===== config.mk =====
export PLATFORM = sky130hd
export DESIGN_NAME = lsb_stego_stream_decoder
export DESIGN_NICKNAME = d
export VERILOG_FILES = /design/src/hdl/lsd_pkg.sv /design/src/hdl/lsb_stego_stream_decoder.sv
export SDC_FILE = /design/constraint.sdc
export NUM_CORES = 1
export LEC_CHECK = 0
export BUFFER_PORTS_ARGS = -buffer_cell sky130_fd_sc_hd__buf_2
export CORE_ASPECT_RATIO = 1.75
export CORE_MARGIN = 2
export CORE_UTILIZATION = 62
export DETAILED_ROUTE_END_ITERATION = 6
export MAX_ROUTING_LAYER = met4
export PLACE_DENSITY = 0.81
export SYNTH_ARGS = -nofsm -noshare
export SYNTH_HDL_FRONTEND = slang
export SYNTH_SLANG_ARGS = --single-unit

===== constraint.sdc =====
create_clock -name clk -period 8.6 [get_ports clk]
set_clock_uncertainty 0.1 [all_clocks]
set_input_delay 0.86 -clock clk [delete_from_list [all_inputs] [get_ports clk]]
set_output_delay 0.86 -clock clk [all_outputs]
set_load 0.005 [all_outputs]

===== src/hdl/lsd_pkg.sv =====
// lsd_pkg: shared types and constants of the lsb stego stream decoder
// depends on nothing; imported by lsb_stego_stream_decoder
package lsd_pkg;

	localparam int MAGIC_MAX  = 8;
	localparam int SIZE_BITS  = 32;
	localparam int EXT_MAX    = 32;
	localparam int CFG_IDX_W  = 3;
	localparam int CFG_DATA_W = 64;
	localparam int IN_DATA_W  = 8;
	localparam int OUT_DATA_W = 40;
	localparam int OUT_USER_W = 4;

	localparam logic [15:0] HEADER_SKIP_RST = 16'd54;
	localparam logic [3:0]  MAGIC_LEN_RST   = 4'd2;
	localparam logic [63:0] MAGIC_WORD_RST  = 64'd8998;
	localparam logic [5:0]  EXT_LIMIT_RST   = 6'd20;
	localparam logic [31:0] SIZE_LIMIT_RST  = 32'd10000000;

	typedef enum logic [CFG_IDX_W-1:0] {
		CFG_MAGIC_WORD  = 3'd0,
		CFG_MAGIC_LEN   = 3'd1,
		CFG_HEADER_SKIP = 3'd2,
		CFG_EXT_LIMIT   = 3'd3,
		CFG_SIZE_LIMIT  = 3'd4
	} cfg_idx_t;

	typedef enum logic [2:0] {
		RK_EXT_LEN     = 3'd0,
		RK_EXT_BYTE    = 3'd1,
		RK_SECRET_SIZE = 3'd2,
		RK_SECRET_BYTE = 3'd3,
		RK_ERROR       = 3'd4
	} res_kind_t;

	typedef enum logic [2:0] {
		ERR_NONE      = 3'd0,
		ERR_MAGIC     = 3'd1,
		ERR_EXT_LEN   = 3'd2,
		ERR_SIZE      = 3'd3,
		ERR_TRUNCATED = 3'd4
	} err_code_t;

	typedef struct packed {
		logic      run_end;
		logic      final_secret_byte;
		err_code_t error_code;
		logic [31:0] result_value;
		res_kind_t result_kind;
	} res_t;

endpackage


===== src/hdl/lsb_stego_stream_decoder.sv =====
// lsb_stego_stream_decoder: top level, lsb extraction, field decode, result queue
// depends on lsd_pkg
//
// queue: each result is written into the result queue on its input transfer and is offered
//   on the master side once it reaches the head of that queue
// throughput: one input item per cycle while the four-entry result queue has two entries free,
//   so that an item that gives two results (a word result followed by a truncation error) fits
// reset: arst_n clears decode state and the queue, and loads the register defaults
module lsb_stego_stream_decoder (
	input  logic                            clk,
	input  logic                            arst_n,
	// cfg write channel
	input  logic                            cfg_valid,
	output logic                            cfg_ready,
	input  logic [lsd_pkg::CFG_IDX_W-1:0]   cfg_index,
	input  logic [lsd_pkg::CFG_DATA_W-1:0]  cfg_data,
	// image byte stream
	input  logic                            s_axis_tvalid,
	output logic                            s_axis_tready,
	input  logic [lsd_pkg::IN_DATA_W-1:0]   s_axis_tdata,   // [7:0] image_byte
	input  logic                            s_axis_tuser,   // [0] kind
	input  logic                            s_axis_tlast,   // end_of_image
	// result stream
	output logic                            m_axis_tvalid,
	input  logic                            m_axis_tready,
	output logic [lsd_pkg::OUT_DATA_W-1:0]  m_axis_tdata,   // [31:0] result_value, [34:32] error_code
	output logic [lsd_pkg::OUT_USER_W-1:0]  m_axis_tuser,   // [2:0] result_kind, [3] final_secret_byte
	output logic                            m_axis_tlast    // run_end
);
	import lsd_pkg::*;

	typedef enum logic [2:0] {
		PH_SKIP, PH_MAGIC, PH_EXTLEN, PH_EXT, PH_SIZE, PH_DATA, PH_DONE, PH_FAIL
	} phase_t;

	// registers
	logic [63:0] magic_word_q;
	logic [3:0]  magic_len_q;
	logic [15:0] header_skip_q;
	logic [5:0]  ext_limit_q;
	logic [31:0] size_limit_q;

	// decode state
	phase_t      phase_q, phase_d;
	logic [15:0] skip_cnt_q, skip_cnt_d;
	logic [4:0]  bit_cnt_q, bit_cnt_d;
	logic [31:0] shift_q, shift_d;
	logic [31:0] item_cnt_q, item_cnt_d;
	logic [4:0]  ext_len_q, ext_len_d;
	logic [31:0] secret_size_q, secret_size_d;

	// result queue
	res_t        fifo_q [4];
	logic [1:0]  head_q;
	logic [2:0]  count_q;

	logic        in_xfer, out_xfer;
	logic        word_vld, trunc_vld;
	res_t        word_res, trunc_res, first_res, second_res;
	logic [1:0]  push_n;
	logic [1:0]  tail;

	logic [3:0]  mlen_eff;
	logic [5:0]  ext_lim_eff;
	logic [4:0]  need_m1;
	logic [31:0] shift_new, word, item_inc;
	logic [7:0]  magic_exp;

	assign cfg_ready     = 1'b1;
	assign s_axis_tready = (count_q <= 3'd2);
	assign in_xfer       = s_axis_tvalid && s_axis_tready;
	assign out_xfer      = m_axis_tvalid && m_axis_tready;

	assign mlen_eff    = (magic_len_q > 4'(MAGIC_MAX)) ? 4'(MAGIC_MAX) : magic_len_q;
	assign ext_lim_eff = (ext_limit_q > 6'(EXT_MAX)) ? 6'(EXT_MAX) : ext_limit_q;
	assign item_inc    = item_cnt_q + 32'd1;
	assign shift_new   = {shift_q[30:0], s_axis_tdata[0]};
	assign magic_exp   = 8'(magic_word_q >> {item_cnt_q[2:0], 3'b000});

	always_comb begin
		logic consumed;
		phase_t ph;
		consumed      = 1'b0;
		ph            = phase_q;
		phase_d       = phase_q;
		skip_cnt_d    = skip_cnt_q;
		bit_cnt_d     = bit_cnt_q;
		shift_d       = shift_q;
		item_cnt_d    = item_cnt_q;
		ext_len_d     = ext_len_q;
		secret_size_d = secret_size_q;
		word_vld      = 1'b0;
		trunc_vld     = 1'b0;
		need_m1       = 5'd7;
		word          = '0;
		word_res      = '{run_end: 1'b0, final_secret_byte: 1'b0, error_code: ERR_NONE,
			result_value: 32'd0, result_kind: RK_EXT_LEN};
		trunc_res     = '{run_end: 1'b1, final_secret_byte: 1'b0, error_code: ERR_TRUNCATED,
			result_value: 32'd0, result_kind: RK_ERROR};

		if (s_axis_tuser) begin
			phase_d       = PH_SKIP;
			skip_cnt_d    = '0;
			bit_cnt_d     = '0;
			shift_d       = '0;
			item_cnt_d    = '0;
			ext_len_d     = '0;
			secret_size_d = '0;
		end else if (phase_q != PH_DONE && phase_q != PH_FAIL) begin
			if (ph == PH_SKIP) begin
				if (skip_cnt_q < header_skip_q) begin
					skip_cnt_d = skip_cnt_q + 16'd1;
					consumed   = 1'b1;
				end else begin
					ph         = PH_MAGIC;
					item_cnt_d = '0;
				end
			end
			if (!consumed) begin
				if (ph == PH_MAGIC && item_cnt_d >= {28'd0, mlen_eff}) begin
					ph         = PH_EXTLEN;
					item_cnt_d = '0;
				end
				need_m1 = (ph == PH_EXTLEN || ph == PH_SIZE) ? 5'(SIZE_BITS - 1) : 5'd7;
				word    = (need_m1 == 5'd7) ? {24'd0, shift_new[7:0]} : shift_new;
				if (bit_cnt_q >= need_m1) begin
					shift_d   = '0;
					bit_cnt_d = '0;
					unique case (ph)
						PH_MAGIC: begin
							if (word[7:0] != magic_exp) begin
								ph       = PH_FAIL;
								word_vld = 1'b1;
								word_res.result_kind = RK_ERROR;
								word_res.error_code  = ERR_MAGIC;
							end else if (item_inc >= {28'd0, mlen_eff}) begin
								ph         = PH_EXTLEN;
								item_cnt_d = '0;
							end else begin
								item_cnt_d = item_inc;
							end
						end
						PH_EXTLEN: begin
							word_vld = 1'b1;
							word_res.result_value = word;
							if (word >= 32'd1 && word < {26'd0, ext_lim_eff}) begin
								ext_len_d  = word[4:0];
								ph         = PH_EXT;
								item_cnt_d = '0;
								word_res.result_kind = RK_EXT_LEN;
							end else begin
								ph = PH_FAIL;
								word_res.result_kind = RK_ERROR;
								word_res.error_code  = ERR_EXT_LEN;
							end
						end
						PH_EXT: begin
							word_vld = 1'b1;
							word_res.result_value = word;
							word_res.result_kind  = RK_EXT_BYTE;
							if (item_inc >= {27'd0, ext_len_q}) begin
								ph         = PH_SIZE;
								item_cnt_d = '0;
							end else begin
								item_cnt_d = item_inc;
							end
						end
						PH_SIZE: begin
							word_vld = 1'b1;
							word_res.result_value = word;
							if (word >= 32'd1 && word <= size_limit_q) begin
								secret_size_d = word;
								ph            = PH_DATA;
								item_cnt_d    = '0;
								word_res.result_kind = RK_SECRET_SIZE;
							end else begin
								ph = PH_FAIL;
								word_res.result_kind = RK_ERROR;
								word_res.error_code  = ERR_SIZE;
							end
						end
						PH_DATA: begin
							word_vld   = 1'b1;
							item_cnt_d = item_inc;
							word_res.result_value = word;
							word_res.result_kind  = RK_SECRET_BYTE;
							if (item_inc >= secret_size_q) begin
								ph = PH_DONE;
								word_res.final_secret_byte = 1'b1;
							end
						end
						default: ;
					endcase
				end else begin
					shift_d   = shift_new;
					bit_cnt_d = bit_cnt_q + 5'd1;
				end
			end
			if (s_axis_tlast && ph != PH_DONE && ph != PH_FAIL) begin
				trunc_vld = 1'b1;
				ph        = PH_FAIL;
			end
			phase_d = ph;
		end

		word_res.run_end = !trunc_vld;
		first_res  = word_vld ? word_res : trunc_res;
		second_res = trunc_res;
		push_n     = 2'(word_vld) + 2'(trunc_vld);
	end

	assign tail = head_q + count_q[1:0];

	always_ff @(posedge clk or negedge arst_n) begin
		if (!arst_n) begin
			magic_word_q  <= MAGIC_WORD_RST;
			magic_len_q   <= MAGIC_LEN_RST;
			header_skip_q <= HEADER_SKIP_RST;
			ext_limit_q   <= EXT_LIMIT_RST;
			size_limit_q  <= SIZE_LIMIT_RST;
			phase_q       <= PH_SKIP;
			skip_cnt_q    <= '0;
			bit_cnt_q     <= '0;
			shift_q       <= '0;
			item_cnt_q    <= '0;
			ext_len_q     <= '0;
			secret_size_q <= '0;
			head_q        <= '0;
			count_q       <= '0;
		end else begin
			if (cfg_valid && cfg_ready) begin
				unique case (cfg_idx_t'(cfg_index))
					CFG_MAGIC_WORD:  magic_word_q  <= cfg_data;
					CFG_MAGIC_LEN:   magic_len_q   <= cfg_data[3:0];
					CFG_HEADER_SKIP: header_skip_q <= cfg_data[15:0];
					CFG_EXT_LIMIT:   ext_limit_q   <= cfg_data[5:0];
					CFG_SIZE_LIMIT:  size_limit_q  <= cfg_data[31:0];
					default: ;
				endcase
			end
			if (in_xfer) begin
				phase_q       <= phase_d;
				skip_cnt_q    <= skip_cnt_d;
				bit_cnt_q     <= bit_cnt_d;
				shift_q       <= shift_d;
				item_cnt_q    <= item_cnt_d;
				ext_len_q     <= ext_len_d;
				secret_size_q <= secret_size_d;
			end
			if (out_xfer)
				head_q <= head_q + 2'd1;
			count_q <= count_q + (in_xfer ? {1'b0, push_n} : 3'd0) - {2'd0, out_xfer};
		end
	end

	// queue entries carry payload only
	always_ff @(posedge clk) begin
		if (in_xfer && push_n != 2'd0)
			fifo_q[tail] <= first_res;
		if (in_xfer && push_n == 2'd2)
			fifo_q[tail + 2'd1] <= second_res;
	end

	assign m_axis_tvalid = (count_q != 3'd0);
	assign m_axis_tdata  = {5'd0, fifo_q[head_q].error_code, fifo_q[head_q].result_value};
	assign m_axis_tuser  = {fifo_q[head_q].final_secret_byte, fifo_q[head_q].result_kind};
	assign m_axis_tlast  = fifo_q[head_q].run_end;

endmodule


### Word level (Yosys, flattened, before mapping)

Memory sizes are Yosys's and may differ from the RTL's.
Cells that the tools add are included.

| word-level totals | value |
|---|---|
| memory bits (read-only) | 0 |
| input bits | 82 |
| RAM bits | 160 |
| register bits | 251 |
| output and inout port bits | 48 |
| memories | 1 |
| latch bits | 0 |
| logic and storage cells | 189 |

| operators by class | value |
|---|---|
| eq/ne operators | 18 |
| multiply operators | 0 |
| mux-type cells | 99 |
| bitwise operators | 0 |
| magnitude comparators | 12 |
| shift operators | 1 |
| div/mod/pow operators | 0 |
| reductions and logical operators | 35 |
| add/subtract/negate cells | 9 |

Memories:

| name | depth | bits a word | read ports | clocked after memory_dff | wr ports | RTL line | text |
|---|---|---|---|---|---|---|---|
| fifo_q | 4 | 40 | 1 | 0 | 2 | lsb_stego_stream_decoder.sv:53 | `res_t fifo_q [4];` |

Operator list:

| operator | count |
|---|---|
| two-way mux 32 bit | 22 |
| case mux 32 bit (5 select lines) | 1 |
| two-way mux 39 bit | 4 |
| two-way mux 31 bit | 4 |
| two-way mux 3 bit | 23 |
| >= comparator 32 x 4 -> 1 bit | 2 |
| two-way mux 16 bit | 4 |
| right shift 64 x 6 -> 8 bit | 1 |
| two-way mux 5 bit | 11 |
| two-way mux 40 bit | 1 |
| adder 32 x 1 -> 32 bit, second input constant | 1 |
| >= comparator 32 x 1 -> 1 bit, second input constant | 1 |
| >= comparator 32 bit | 1 |
| >= comparator 32 x 5 -> 1 bit | 1 |
| less-or-equal comparator 32 bit | 1 |
| less-than comparator 32 x 6 -> 1 bit | 1 |
| case mux 3 bit (5 select lines) | 2 |
| two-way mux 1 bit | 19 |
| nonzero test 2 bit | 9 |
| adder 16 x 1 -> 16 bit, second input constant | 1 |
| less-than comparator 16 bit | 1 |
| == test 3 x 2 -> 1 bit, second input constant | 4 |
| inequality test 3 bit, second input constant | 4 |
| AND reduction 2 bit | 6 |
| 30 further kinds | 49 |

### Depth between registers and ports, before layout

Gate-level depths: netlist of run 1.

| logic depth | value |
|---|---|
| word-level depth | 35 |
| mapped depth | 35 |
| gate-level depth less buffers | 33 |

### Least setup slack after synthesis of run 1

No wires, ideal clock.

| path | value |
|---|---|
| path type | reg2reg |
| start | register header_skip_q[5] |
| end | memory fifo_q[2][32] (netlist bit) |
| period minus slack after synthesis | 7961 ps |
| required time | 8430 ps |
| path buffers | 5 |
| setup time | 70 ps |
| arrival | 7791 ps |
| stages on the path, launching flop included | 36 |
| path slack | 639 ps |
| cell sequence | dfstp_2 -> inv_1 -> ha_1 -> nand4_1 -> a311oi_1 -> a211oi_1 -> nand2_1 -> nand2_1 -> nand2_1 -> ha_1 -> nand2b_1 -> a2111o_1 -> a211oi_1 -> nor3_1 -> a311oi_1 -> and2_1 -> clkbuf_1 -> clkbuf_1 -> nor2b_1 -> ha_1 -> a2111oi_0 -> o211ai_1 -> o22ai_1 -> and3b_1 -> a21oi_1 -> a2111o_1 -> a211oi_1 -> a211oi_1 -> or2_1 -> ha_1 -> clkbuf_1 -> nor4_1 -> clkbuf_1 -> clkbuf_1 -> nand3_1 -> a21oi_1 |

RTL lines:

| item | RTL line | text |
|---|---|---|
| start, declared | lsb_stego_stream_decoder.sv:39 | `logic [15:0] header_skip_q;` |
| start signal, assigned | lsb_stego_stream_decoder.sv:235 | `CFG_HEADER_SKIP: header_skip_q <= cfg_data[15:0];` |
| end, declared | lsb_stego_stream_decoder.sv:53 |  |

### Final worst setup path of run 1

| path | value |
|---|---|
| start | register header_skip_q[1] |
| end | register count_q[2] |

| between the ends | value |
|---|---|
| word-level cells in the longest chain between the ends | 34 |
| elaborated cells between the ends (all ways) | 63 |
| those cells by class | 3 x add/sub; 6 x order compare; 9 x eq/ne; 38 x mux; 7 x reduce/logical |

RTL lines:

| item | RTL line | text |
|---|---|---|
| less-than comparator 16 bit (*) | lsb_stego_stream_decoder.sv:111 | `if (skip_cnt_q < header_skip_q) begin` |
| two-way mux 32 bit / two-way mux 3 bit (equally long branches) | lsb_stego_stream_decoder.sv:111 |  |
| two-way mux 32 bit / two-way mux 3 bit (equally long branches) | lsb_stego_stream_decoder.sv:110 | `if (ph == PH_SKIP) begin` |
| two-way mux 32 bit / two-way mux 3 bit (equally long branches) | lsb_stego_stream_decoder.sv:109 | `end else if (phase_q != PH_DONE && phase_q != PH_FAIL) begin` |
| two-way mux 32 bit / two-way mux 3 bit (equally long branches) | lsb_stego_stream_decoder.sv:101 | `if (s_axis_tuser) begin` |
| >= comparator 32 x 4 -> 1 bit / == test 3 x 1 -> 1 bit (equally long branches) | lsb_stego_stream_decoder.sv:120 | `if (ph == PH_MAGIC && item_cnt_d >= {28'd0, mlen_eff}) begin` |
| logical AND 1 bit | lsb_stego_stream_decoder.sv:120 |  |
| two-way mux 3 bit | lsb_stego_stream_decoder.sv:120 |  |
| (+17 left out) | - |  |
| logical AND 1 bit (2 in series) | lsb_stego_stream_decoder.sv:199 | `if (s_axis_tlast && ph != PH_DONE && ph != PH_FAIL) begin` |
| two-way mux 1 bit | lsb_stego_stream_decoder.sv:199 |  |
| two-way mux 1 bit | lsb_stego_stream_decoder.sv:109 |  |
| two-way mux 1 bit | lsb_stego_stream_decoder.sv:101 |  |
| adder 1 x 1 -> 2 bit (*) | lsb_stego_stream_decoder.sv:209 | `push_n = 2'(word_vld) + 2'(trunc_vld);` |
| two-way mux 2 bit (*) | lsb_stego_stream_decoder.sv:252 | `count_q <= count_q + (in_xfer ? {1'b0, push_n} : 3'd0) - {2'd0, out_xfer};` |
| adder 3 x 2 -> 3 bit (*) | lsb_stego_stream_decoder.sv:252 |  |
| subtractor 3 x 1 -> 3 bit (*) | lsb_stego_stream_decoder.sv:252 |  |
| end signal, assigned | lsb_stego_stream_decoder.sv:252 |  |
| end, declared | lsb_stego_stream_decoder.sv:55 | `logic [2:0] count_q;` |

Every way passes the cells marked *; elsewhere a longest branch is shown, timed or not. The select of a mux whose other input is x is not followed.
A chain may end at the register's enable or synchronous reset.

==> results of run 1 <==
cells in the mapped netlist (all sizes together) (7+ instances only):
| library cell | number |
|---|---|
| clkbuf | 153 |
| mux2i | 10 |
| and3 | 9 |
| dfstp | 21 |
| nor3 | 28 |
| dfxtp | 160 |
| o21ai | 137 |
| nor2b | 28 |
| inv | 111 |
| and2 | 17 |
| a211oi | 9 |
| ha | 109 |
| dfrtp | 230 |
| o211ai | 12 |
| nand3 | 199 |
| nand4 | 40 |
| or2 | 7 |
| a22o | 11 |
| xnor2 | 32 |
| nand2 | 437 |
| o22ai | 17 |
| or3 | 16 |
| buf | 36 |
| a31oi | 8 |
| o31ai | 8 |
| mux2 | 102 |
| nor2 | 76 |
| a21o | 18 |
| xor2 | 20 |
| a21oi | 192 |
| nor4 | 28 |
| mux4 | 44 |
registers in the layout, summed over array words and instances, names as in the netlist:
| register | flops |
|---|---|
| phase_q | 3 |
| shift_q | 31 |
| size_limit_q | 32 |
| fifo_q | 160 |
| bit_cnt_q | 5 |
| secret_size_q | 32 |
| ext_limit_q | 6 |
| skip_cnt_q | 16 |
| count_q | 3 |
| magic_word_q | 64 |
| item_cnt_q | 32 |
| header_skip_q | 16 |
| ext_len_q | 5 |
| head_q | 2 |
| magic_len_q | 4 |
cells by family after synthesis:
kind of cell | count (synthesis) | synth area share [%]
AND/OR/NAND/NOR | 910 | 19.42
AO/OA/AOI/OAI | 460 | 12.33
flip-flops | 411 | 43.93
buffers and inverters | 300 | 5.439
multiplexers | 156 | 10.35
adder cells (fa/ha/maj) | 110 | 6.393
XOR/XNOR | 52 | 2.104
other | 2 | 0.03469
worst max-delay path by stage:
stage | to | slack [ns] | cells after the start
2_1_floorplan | fifo_q[2][32] | 0.64 | 35
3_3_place_gp | count_q[2] | 0.30 | 34
3_5_place_dp | count_q[2] | 0.1 | 34
4_1_cts | count_q[2] | 0.13 | 34
5_1_grt | count_q[2] | -0.11 | 34
6_report | count_q[2] | 0.36 | 33
routing by layer:
metal | wire length, µm | vias to the layer above | GRT usage, % | share of wire [%]
met5 | 0 | - | - | 0
met4 | 4569 | 0 | 23.61 | 7.3
met3 | 4209 | 267 | 4.846 | 6.7
met2 | 32080 | 869 | 60.91 | 51
met1 | 21770 | 9034 | 37.48 | 35
li1 | - | 8391 | - | -
layout by cell type (no fill, tap or decap), drive strengths merged, types with 4 or more instances in the layout:
| cell type | count |
|---|---|
| a211oi | 9 |
| a21o | 18 |
| a21oi | 192 |
| a22o | 11 |
| a22oi | 4 |
| a31oi | 8 |
| and2 | 17 |
| and3 | 9 |
| and4 | 6 |
| buf | 157 |
| clkbuf | 58 |
| conb | 6 |
| dfrtp | 230 |
| dfstp | 21 |
| dfxtp | 160 |
| ha | 109 |
| inv | 112 |
| mux2 | 102 |
| mux2i | 10 |
| mux4 | 44 |
| nand2 | 437 |
| nand2b | 5 |
| nand3 | 199 |
| nand4 | 40 |
| nor2 | 76 |
| nor2b | 28 |
| nor3 | 28 |
| nor3b | 4 |
| nor4 | 28 |
| o211ai | 12 |
| o21a | 5 |
| o21ai | 137 |
| o21bai | 4 |
| o22ai | 17 |
| o31ai | 8 |
| or2 | 7 |
| or3 | 16 |
| xnor2 | 32 |
| xor2 | 20 |
power by group through the flow:
stage	clock network [mW]	registers, mW	logic, mW
2_1_floorplan	0	2.26	0.990
3_3_place_gp	0	2.31	1.34
3_5_place_dp	0	2.33	1.39
4_1_cts	1.74	2.29	1.41
5_1_grt	1.80	2.32	1.55
6_report	1.72	2.30	1.42
final cells by class:
class	instances	area [µm²]	share of cell area, %
Sequential cell	411	9513	39.91
Multi-Input combinational cell	1694	11080	46.49
Clock buffer	58	1159	4.861
Clock inverter	5	78.83	0.3307
Timing Repair Buffer	157	1006	4.221
Tap cell	460	575.6	2.415
Antenna cell	2	5.005	0.02100
Inverter	111	416.7	1.748
timing repair:
action | CTS | global route
endpoints found under the setup margin | 0 | 163
hold buffers | 0 | 0
gates resized for setup | 0 | 8
==> impl_metrics.csv, run 1 <==
group,metric,value,unit
placement,pre_cts_ws,0.09932,ns
yosys,netlist_instances,2401,
timing,max_slew_margin,24.46,%
critical_path,endpoint_kind,"flop",
timing,fin_setup_tns,0,ns
yosys,ys_ff_latch,411,
yosys,ys_warn_count,0,
worst_hold_path,min_path_type,"input pin to async pin",
power,p_total,5.443,mW
power,leakage,10.12,nW
yosys,ys.flop_type,"dfrtp_1",
grt,grt_pass1_wl,99.79,mm
power,cellPowerDensity,228.4,mW/mm²
critical_path,crit_top_cell,"ha_1",
cts,clk_path_buf_depth,3,
cts,clock-sinks,411,
timing,whs,0.2554,ns
power,irDropWorstVdd,0.0002280,V
timing,setup_violations,0,
grt,grt-ovfl-total,0,
grt,antenna_found_initial,2,
critical_path,r2r-start,"header_skip_q[1]",
critical_path,max_stage_delay,0.52,ns
flow_run,drv_cap,0,
critical_path,crit_start,"header_skip_q[1]",
cts,cts-root-buf,"clkbuf_16",
critical_path,cp.buffers_inverters,2,
yosys,yosysSeqAreaShare,43.93,%
cts,cts_made_buffers,38,
yosys,avgSynthCellArea,9.016,µm²
power,swShare,32.72,%
power,power.switching,1.781,mW
grt,grt_max_degree,120,
drt,initialDrtViolationCount,1286,
power,combPwrFrac,26.1,%
critical_path,ff2ff_setup_slack,0.36,ns
drt,drtPass1Iterations,5,
yosys,netlist_area,0.02165,mm²
cts,cts_setup_buffers,0,
placement,gp_congestion,0.9504,
critical_path,reg2reg_depth,33,
status,status,"finished clean",
final_layout,fillers,2603,
yosys,synth.top_cell.area_share,26.59,%
timing,fin_ws,0.3581,ns
yosys,synth_edf_count,0,
power,p_int,3.663,mW
timing,finalHoldViolations,0,
final_layout,nets,2605,
timing,fmax,121.3,MHz
final_layout,fin_area,0.02383,mm²
critical_path,cp.arrival,8.60,ns
power,pwr-share-seq,42.2,%
grt,grt_pass1_vias,19080,
die,core,0.03446,mm²
timing,min_period,8.242,ns
drt,wl_per_cell,21.61,µm
critical_path,cp-start-kind,"flop",
timing,tightest_slew,1.123,ns
die,die-area,0.03648,mm²
cts,clock_latency,0.55,ns
die,die_h,251.2,µm
placement,place_hpwl,43.25,mm
drt,postRouteAntennaNets,0,
yosys,ys_types,76,
die,ios,130,
cts,htreeDepth,2,
final_layout,area_growth,10.10,%
critical_path,cp.required,8.96,ns
timing,finalMaxSlewViolations,0,
die,start_util,62.82,%
critical_path,cp_top_family,"compound AO/OA/AOI/OAI gates",
die,die_x,145.3,µm
critical_path,path_max_fanout,11,
yosys,synth_area_leaders,"dfrtp_1 27%, dfxtp_1 15%, nand2_1 7.6%",
grt,grt_usage,35.21,%
placement,place_area,0.02257,mm²
critical_path,crit_path_top_delay_cell,"dfstp_2",
drt,via_count,18560,
critical_path,rr_endpoint,"count_q[2]",
placement,portBuffers,116,
placement,place_inst,2833,
drt,routed_via_density,6.405,
cts,clkTransAtPathRegs,0.06,ns
critical_path,crit_type,"flop to flop",
die,rows,90,
drt,drcViolationCount,0,
power,clockPowerShare,31.7,%
yosys,synth_top_cell_by_area,"dfrtp_1",
final_layout,layout.cells.non_filler,2898,
cts,cts_tree,"yes",
timing,fin_crit_sh,95.84,%
yosys,async_reset_ff_share,61.07,%
final_layout,drive_gt1_share,16.91,%
drt,wl,62.63,mm
final_layout,utilization,69.17,%
No activity file was read; power rests on OpenSTA's default activity.
==> inputs of run 2 (changes only) <==
--- a/config.mk
+++ b/config.mk
@@ -9,9 +9,11 @@
 export CORE_ASPECT_RATIO = 1.75
 export CORE_MARGIN = 2
 export CORE_UTILIZATION = 62
+export CTS_BUF_LIST = sky130_fd_sc_hd__clkbuf_4 sky130_fd_sc_hd__clkbuf_8 sky130_fd_sc_hd__clkbuf_16
 export DETAILED_ROUTE_END_ITERATION = 6
 export MAX_ROUTING_LAYER = met4
 export PLACE_DENSITY = 0.81
+export RECOVER_POWER = 100
 export SYNTH_ARGS = -nofsm -noshare
 export SYNTH_HDL_FRONTEND = slang
 export SYNTH_SLANG_ARGS = --single-unit
==> impl_metrics.csv, run 2 (synthesis gave the netlist of run 1 again) <==
group,metric,value,unit
power,cellPowerDensity,230.1,mW/mm²
cts,clock_latency,0.55,ns
placement,portBuffers,116,
drt,met2WireLength,32.10,mm
die,die_h,251.2,µm
cts,cts_setup_buffers,0,
critical_path,ff2ff_setup_slack,0.46,ns
drt,wl_per_cell,21.47,µm
final_layout,largest_reg_flops,160,
critical_path,cp-start-kind,"flop",
final_layout,mostFrequentLayoutCell,"nand2_1",
timing,finalMaxSlewViolations,478,
cts,clkTransAtPathRegs,0.07,ns
final_layout,largest-register,"fifo_q",
die,die-area,0.03648,mm²
placement,place_hpwl,43.25,mm
drt,routed.top_layer,"met4",
final_layout,layout_common_cells,"437 x nand2_1, 228 x dfrtp_1, 199 x nand3_1",
drt,route.met3.wl,4.102,mm
timing,fmax,122.9,MHz
grt,grt-ovfl-total,0,
power,p_total,5.469,mW
drt,drcViolationCount,0,
critical_path,cp.arrival,8.50,ns
timing,min_period,8.139,ns
timing,fin_setup_tns,0,ns
drt,wl_met1,21.57,mm
status,violations,"capacitance limit, slew limit",
die,die_x,145.3,µm
grt,grt_pass1_vias,19060,
timing,fin_crit_sh,94.63,%
grt,antenna_found_initial,2,
final_layout,fin_area,0.02377,mm²
cts,cts_made_buffers,38,
drt,routed_via_density,6.402,
timing,tightest_slew,6.249,ns
final_layout,area_growth,9.809,%
cts,cts_tree,"yes",
drt,drtPass1Iterations,5,
final_layout,drive_gt1_share,15.76,%
drt,initialDrtViolationCount,1312,
cts,clock-sinks,411,
critical_path,max_stage_delay,0.52,ns
critical_path,cp.required,8.96,ns
grt,grt_max_degree,120,
cts,cts-hold-fix-buffers,0,
timing,setup_violations,0,
die,start_util,62.82,%
placement,gp_congestion,0.9504,
cts,cts-root-buf,"clkbuf_16",
critical_path,endpoint_kind,"flop",
timing,max_slew_margin,-316.6,%
power,leakage,10.00,nW
grt,grt_pass1_wl,99.56,mm
critical_path,crit_type,"flop to flop",
placement,place_area,0.02257,mm²
power,irDropWorstVdd,0.0002277,V
die,ios,130,
status,status,"finished, violations left",
timing,finalHoldViolations,0,
grt,grt_usage,35.11,%
drt,wl,62.22,mm
die,core,0.03446,mm²
flow_run,drv_cap,8,
final_layout,nets,2605,
final_layout,top_regs,"fifo_q: 160 flops, magic_word_q: 64 flops",
critical_path,crit_path_top_delay_cell,"dfstp_2",
cts,clk_path_buf_depth,3,
drt,postRouteAntennaNets,0,
die,rows,90,
critical_path,path_max_fanout,11,
timing,whs,0.3535,ns
drt,via_count,18550,
worst_hold_path,min_path_type,"flop to flop",
critical_path,crit_top_cell,"ha_1",
cts,htreeDepth,2,
[run 2: cell count changes in the layout (fill, tap and decap cells not counted), moves of 2 or more]
cell	change
clkbuf_1	+23
buf_2	-27
clkbuf_2	+2
clkbuf_4	+9
buf_4	-7
[run 2: what timing repair did]
item	in CTS	in global routing
endpoints found under the hold margin	0	0
resized for setup	0	8
setup endpoints to repair	0	163
[run 2: cell type report]
type	instances	area, µm²
Antenna cell	2	5.005
Clock buffer	58	1192
Clock inverter	5	78.83
Fill cell	2616	10690
Inverter	111	416.7
Multi-Input combinational cell	1694	11050
Sequential cell	411	9513
Tap cell	460	575.6
Timing Repair Buffer	157	937.1
[run 2: per-stage QoR]
stage / std cells / setup slack (ns) / utilization, %
after floorplan: 2405 / 0.6390 / -
after global placement: 2833 / 0.3030 / 65.50
after detailed placement: 2833 / 0.09932 / 65.50
after CTS: 2896 / 0.1218 / 69.19
after global routing: 2898 / -0.01682 / 68.98
final: 2898 / 0.4615 / 68.98
[run 2: power by group]
| part | switching [mW] | total (mW) | internal [mW] |
|---|---|---|---|
| combinational | 0.889 | 1.42 | 0.531 |
| sequential | 0.151 | 2.30 | 2.15 |
| clock | 0.737 | 1.75 | 1.01 |
| total | 1.78 | 5.47 | 3.69 |
[run 2: worst paths after layout]
kind                                        from          endpoint  cells after the start
max in group asynchronous                 arst_n       shift_q[22]                      2
min in group asynchronous                 arst_n  magic_word_q[41]                      1
worst min-delay path               fifo_q[2][15]     fifo_q[2][15]                      2
worst max-delay path            header_skip_q[5]        count_q[2]                     34
worst max register to register  header_skip_q[5]        count_q[2]                     34
worst min register to register     fifo_q[2][15]     fifo_q[2][15]                      2
[run 2: per-layer routing]
metal | up-vias | GRT usage (%)
met5 | - | -
met4 | 0 | 23.45
met3 | 264 | 4.828
met2 | 872 | 60.91
met1 | 9021 | 37.26
li1 | 8397 | -
[run 2: worst max-delay path: cells and delay by family (launching register included)]
kind / cells / cell delay [ns]
AOI/OAI and AO/OA: 12 / 3.35
xor gates and xnor gates: 1 / 0.19
adders and majority gates: 7 / 2.08
buffers and inverters: 3 / 0.28
DFF: 1 / 0.52
and+or+nand+nor: 11 / 1.52
==> inputs of run 3 (changes only) <==
--- a/config.mk
+++ b/config.mk
@@ -8,11 +8,11 @@
 export BUFFER_PORTS_ARGS = -buffer_cell sky130_fd_sc_hd__buf_2
 export CORE_ASPECT_RATIO = 1.75
 export CORE_MARGIN = 2
-export CORE_UTILIZATION = 62
+export CORE_UTILIZATION = 42
 export CTS_BUF_LIST = sky130_fd_sc_hd__clkbuf_4 sky130_fd_sc_hd__clkbuf_8 sky130_fd_sc_hd__clkbuf_16
 export DETAILED_ROUTE_END_ITERATION = 6
 export MAX_ROUTING_LAYER = met4
-export PLACE_DENSITY = 0.81
+export PLACE_DENSITY = 0.67
 export RECOVER_POWER = 100
 export SYNTH_ARGS = -nofsm -noshare
 export SYNTH_HDL_FRONTEND = slang
==> impl_metrics.csv, run 3 (synthesis gave the netlist of run 1 again) <==
group,metric,value,unit
timing,fin_setup_tns,0,ns
drt,via_count,18190,
flow_run,drv_cap,6,
critical_path,cp.arrival,8.47,ns
timing,setup_violations,0,
cts,cts_made_buffers,41,
die,start_util,42.28,%
critical_path,crit_top_cell,"ha_1",
grt,grt_pass1_wl,103.5,mm
timing,tightest_slew,4.369,ns
cts,cts_tree,"yes",
grt,grt-ovfl-total,0,
power,pwr-share-seq,41.2,%
final_layout,fillers,4908,
cts,cts-root-buf,"clkbuf_16",
final_layout,nets,2609,
power,irDropWorstVdd,0.0001599,V
placement,portBuffers,116,
drt,drtPass1Iterations,6,
critical_path,cp.required,8.94,ns
timing,max_slew_margin,-191.3,%
power,clockPowerShare,33.6,%
grt,grt_usage,25.37,%
critical_path,ff2ff_setup_slack,0.47,ns
die,rows,110,
grt,grt_max_degree,173,
drt,wl_per_cell,21.14,µm
final_layout,largest-register,"fifo_q",
timing,fmax,123.1,MHz
die,core,0.05120,mm²
critical_path,reg2reg_depth,34,
timing,finalMaxSlewViolations,319,
die,die-area,0.05344,mm²
final_layout,largest_reg_flops,160,
drt,postRouteAntennaNets,0,
worst_hold_path,min_path_cells,2,
power,swShare,32.85,%
critical_path,crit_type,"flop to flop",
timing,finalHoldViolations,0,
critical_path,max_stage_delay,0.45,ns
status,violations,"capacitance limit, slew limit",
critical_path,path_max_fanout,29,
grt,antenna_found_initial,5,
critical_path,crit_path_top_delay_cell,"dfrtp_1",
placement,place_hpwl,46.40,mm
drt,wl,66.05,mm
timing,rsz0062_at_grt,"no",
critical_path,endpoint_kind,"flop",
final_layout,layout.cells.non_filler,3124,
final_layout,mostFrequentLayoutCell,"nand2_1",
final_layout,area_growth,11.73,%
cts,htreeDepth,2,
die,die_x,175.6,µm
power,power.switching,1.834,mW
cts,cts-hold-fix-buffers,0,
die,ios,130,
power,leakage,10.06,nW
cts,clk_path_buf_depth,3,
placement,place_inst,3046,
status,status,"finished, violations left",
critical_path,cp-start-kind,"flop",
worst_hold_path,min_path_type,"flop to flop",
placement,pre_cts_ws,0.1947,ns
final_layout,fin_area,0.02419,mm²
cts,clock-sinks,411,
power,combPwrFrac,25.2,%
grt,grt_pass1_vias,18700,
final_layout,layout_common_cells,"437 x nand2_1, 228 x dfrtp_1, 199 x nand3_1",
final_layout,top_regs,"fifo_q: 160 flops, magic_word_q: 64 flops",
cts,clock_latency,0.57,ns
timing,min_period,8.126,ns
timing,fin_ws,0.4737,ns
die,die_h,304.3,µm
placement,gp_congestion,0.9034,
final_layout,drive_gt1_share,16.09,%
power,cellPowerDensity,230.9,mW/mm²
cts,clkTransAtPathRegs,0.06,ns
timing,fin_crit_sh,94.49,%
power,p_int,3.749,mW
drt,routed_via_density,5.823,
timing,whs,0.3521,ns
drt,drcViolationCount,0,
placement,place_area,0.02288,mm²
drt,initialDrtViolationCount,1493,
[run 3: cell count changes in the layout (fill, tap and decap cells not counted), moves of 2 or more]
cell,delta
buf_4,-7
o21ai_0,+6
clkinv_2,+5
o21ai_1,-5
buf_2,+3
clkbuf_16,+3
clkbuf_2,+3
buf_12,+2
buf_6,-2
clkinv_1,+2
clkinvlp_4,+2
[run 3: path summary, 6_finish.rpt]
| check | start | endpoint |
|---|---|---|
| max in group asynchronous | arst_n | skip_cnt_q[7] |
| min in group asynchronous | arst_n | magic_word_q[28] |
| min reg2reg | fifo_q[2][28] | fifo_q[2][28] |
| max reg2reg | skip_cnt_q[7] | count_q[2] |
| max | skip_cnt_q[7] | count_q[2] |
| min | fifo_q[2][28] | fifo_q[2][28] |
[run 3: stage by stage]
stage	power, mW	util, %
4_1_cts	5.626	47.44
6_report	5.584	47.24
3_3_place_gp	3.706	44.69
2_1_floorplan	3.248	-
5_1_grt	5.853	47.24
3_5_place_dp	3.744	44.69
[run 3: routing by layer]
layer	GRT usage, %	vias to the layer above	share of wire, %
met2	44.63	643	52
met1	27.40	8939	37
li1	-	8399	-
met3	2.786	209	4.7
met5	-	-	0
met4	14.88	0	6.4
[run 3: worst max-delay path: cells and delay by family (launching register included)]
kind / cells / cell delay, ns
AOI/OAI and AO/OA: 13 / 3.39
xor gates and xnor gates: 1 / 0.13
adders and majority gates: 7 / 2.11
buffers and inverters: 3 / 0.41
DFF: 1 / 0.45
and+or+nand+nor: 10 / 1.36
[run 3: area by class of cell]
cell class,instances,area (µm²),share of cell area [%]
Antenna cell,3,7.507,0.03104
Clock buffer,59,1246,5.153
Clock inverter,16,162.7,0.6725
Inverter,111,416.7,1.723
Multi-Input combinational cell,1694,11050,45.70
Sequential cell,411,9513,39.33
Tap cell,672,840.8,3.476
Timing Repair Buffer,158,947.2,3.916
[run 3: what timing repair did]
item	4_1_cts	5_1_grt
setup buffers	0	0
endpoints found under the setup margin	0	162
gates resized for setup	0	6
[run 3: power groups by stage]
| stage | combinational (mW) | sequential, mW | clock, mW |
|---|---|---|---|
| detailed placement | 1.41 | 2.33 | 0 |
| CTS | 1.42 | 2.30 | 1.91 |
| global placement | 1.38 | 2.32 | 0 |
| floorplan | 0.990 | 2.26 | 0 |
| finish | 1.41 | 2.30 | 1.87 |
| global route | 1.54 | 2.32 | 1.98 |
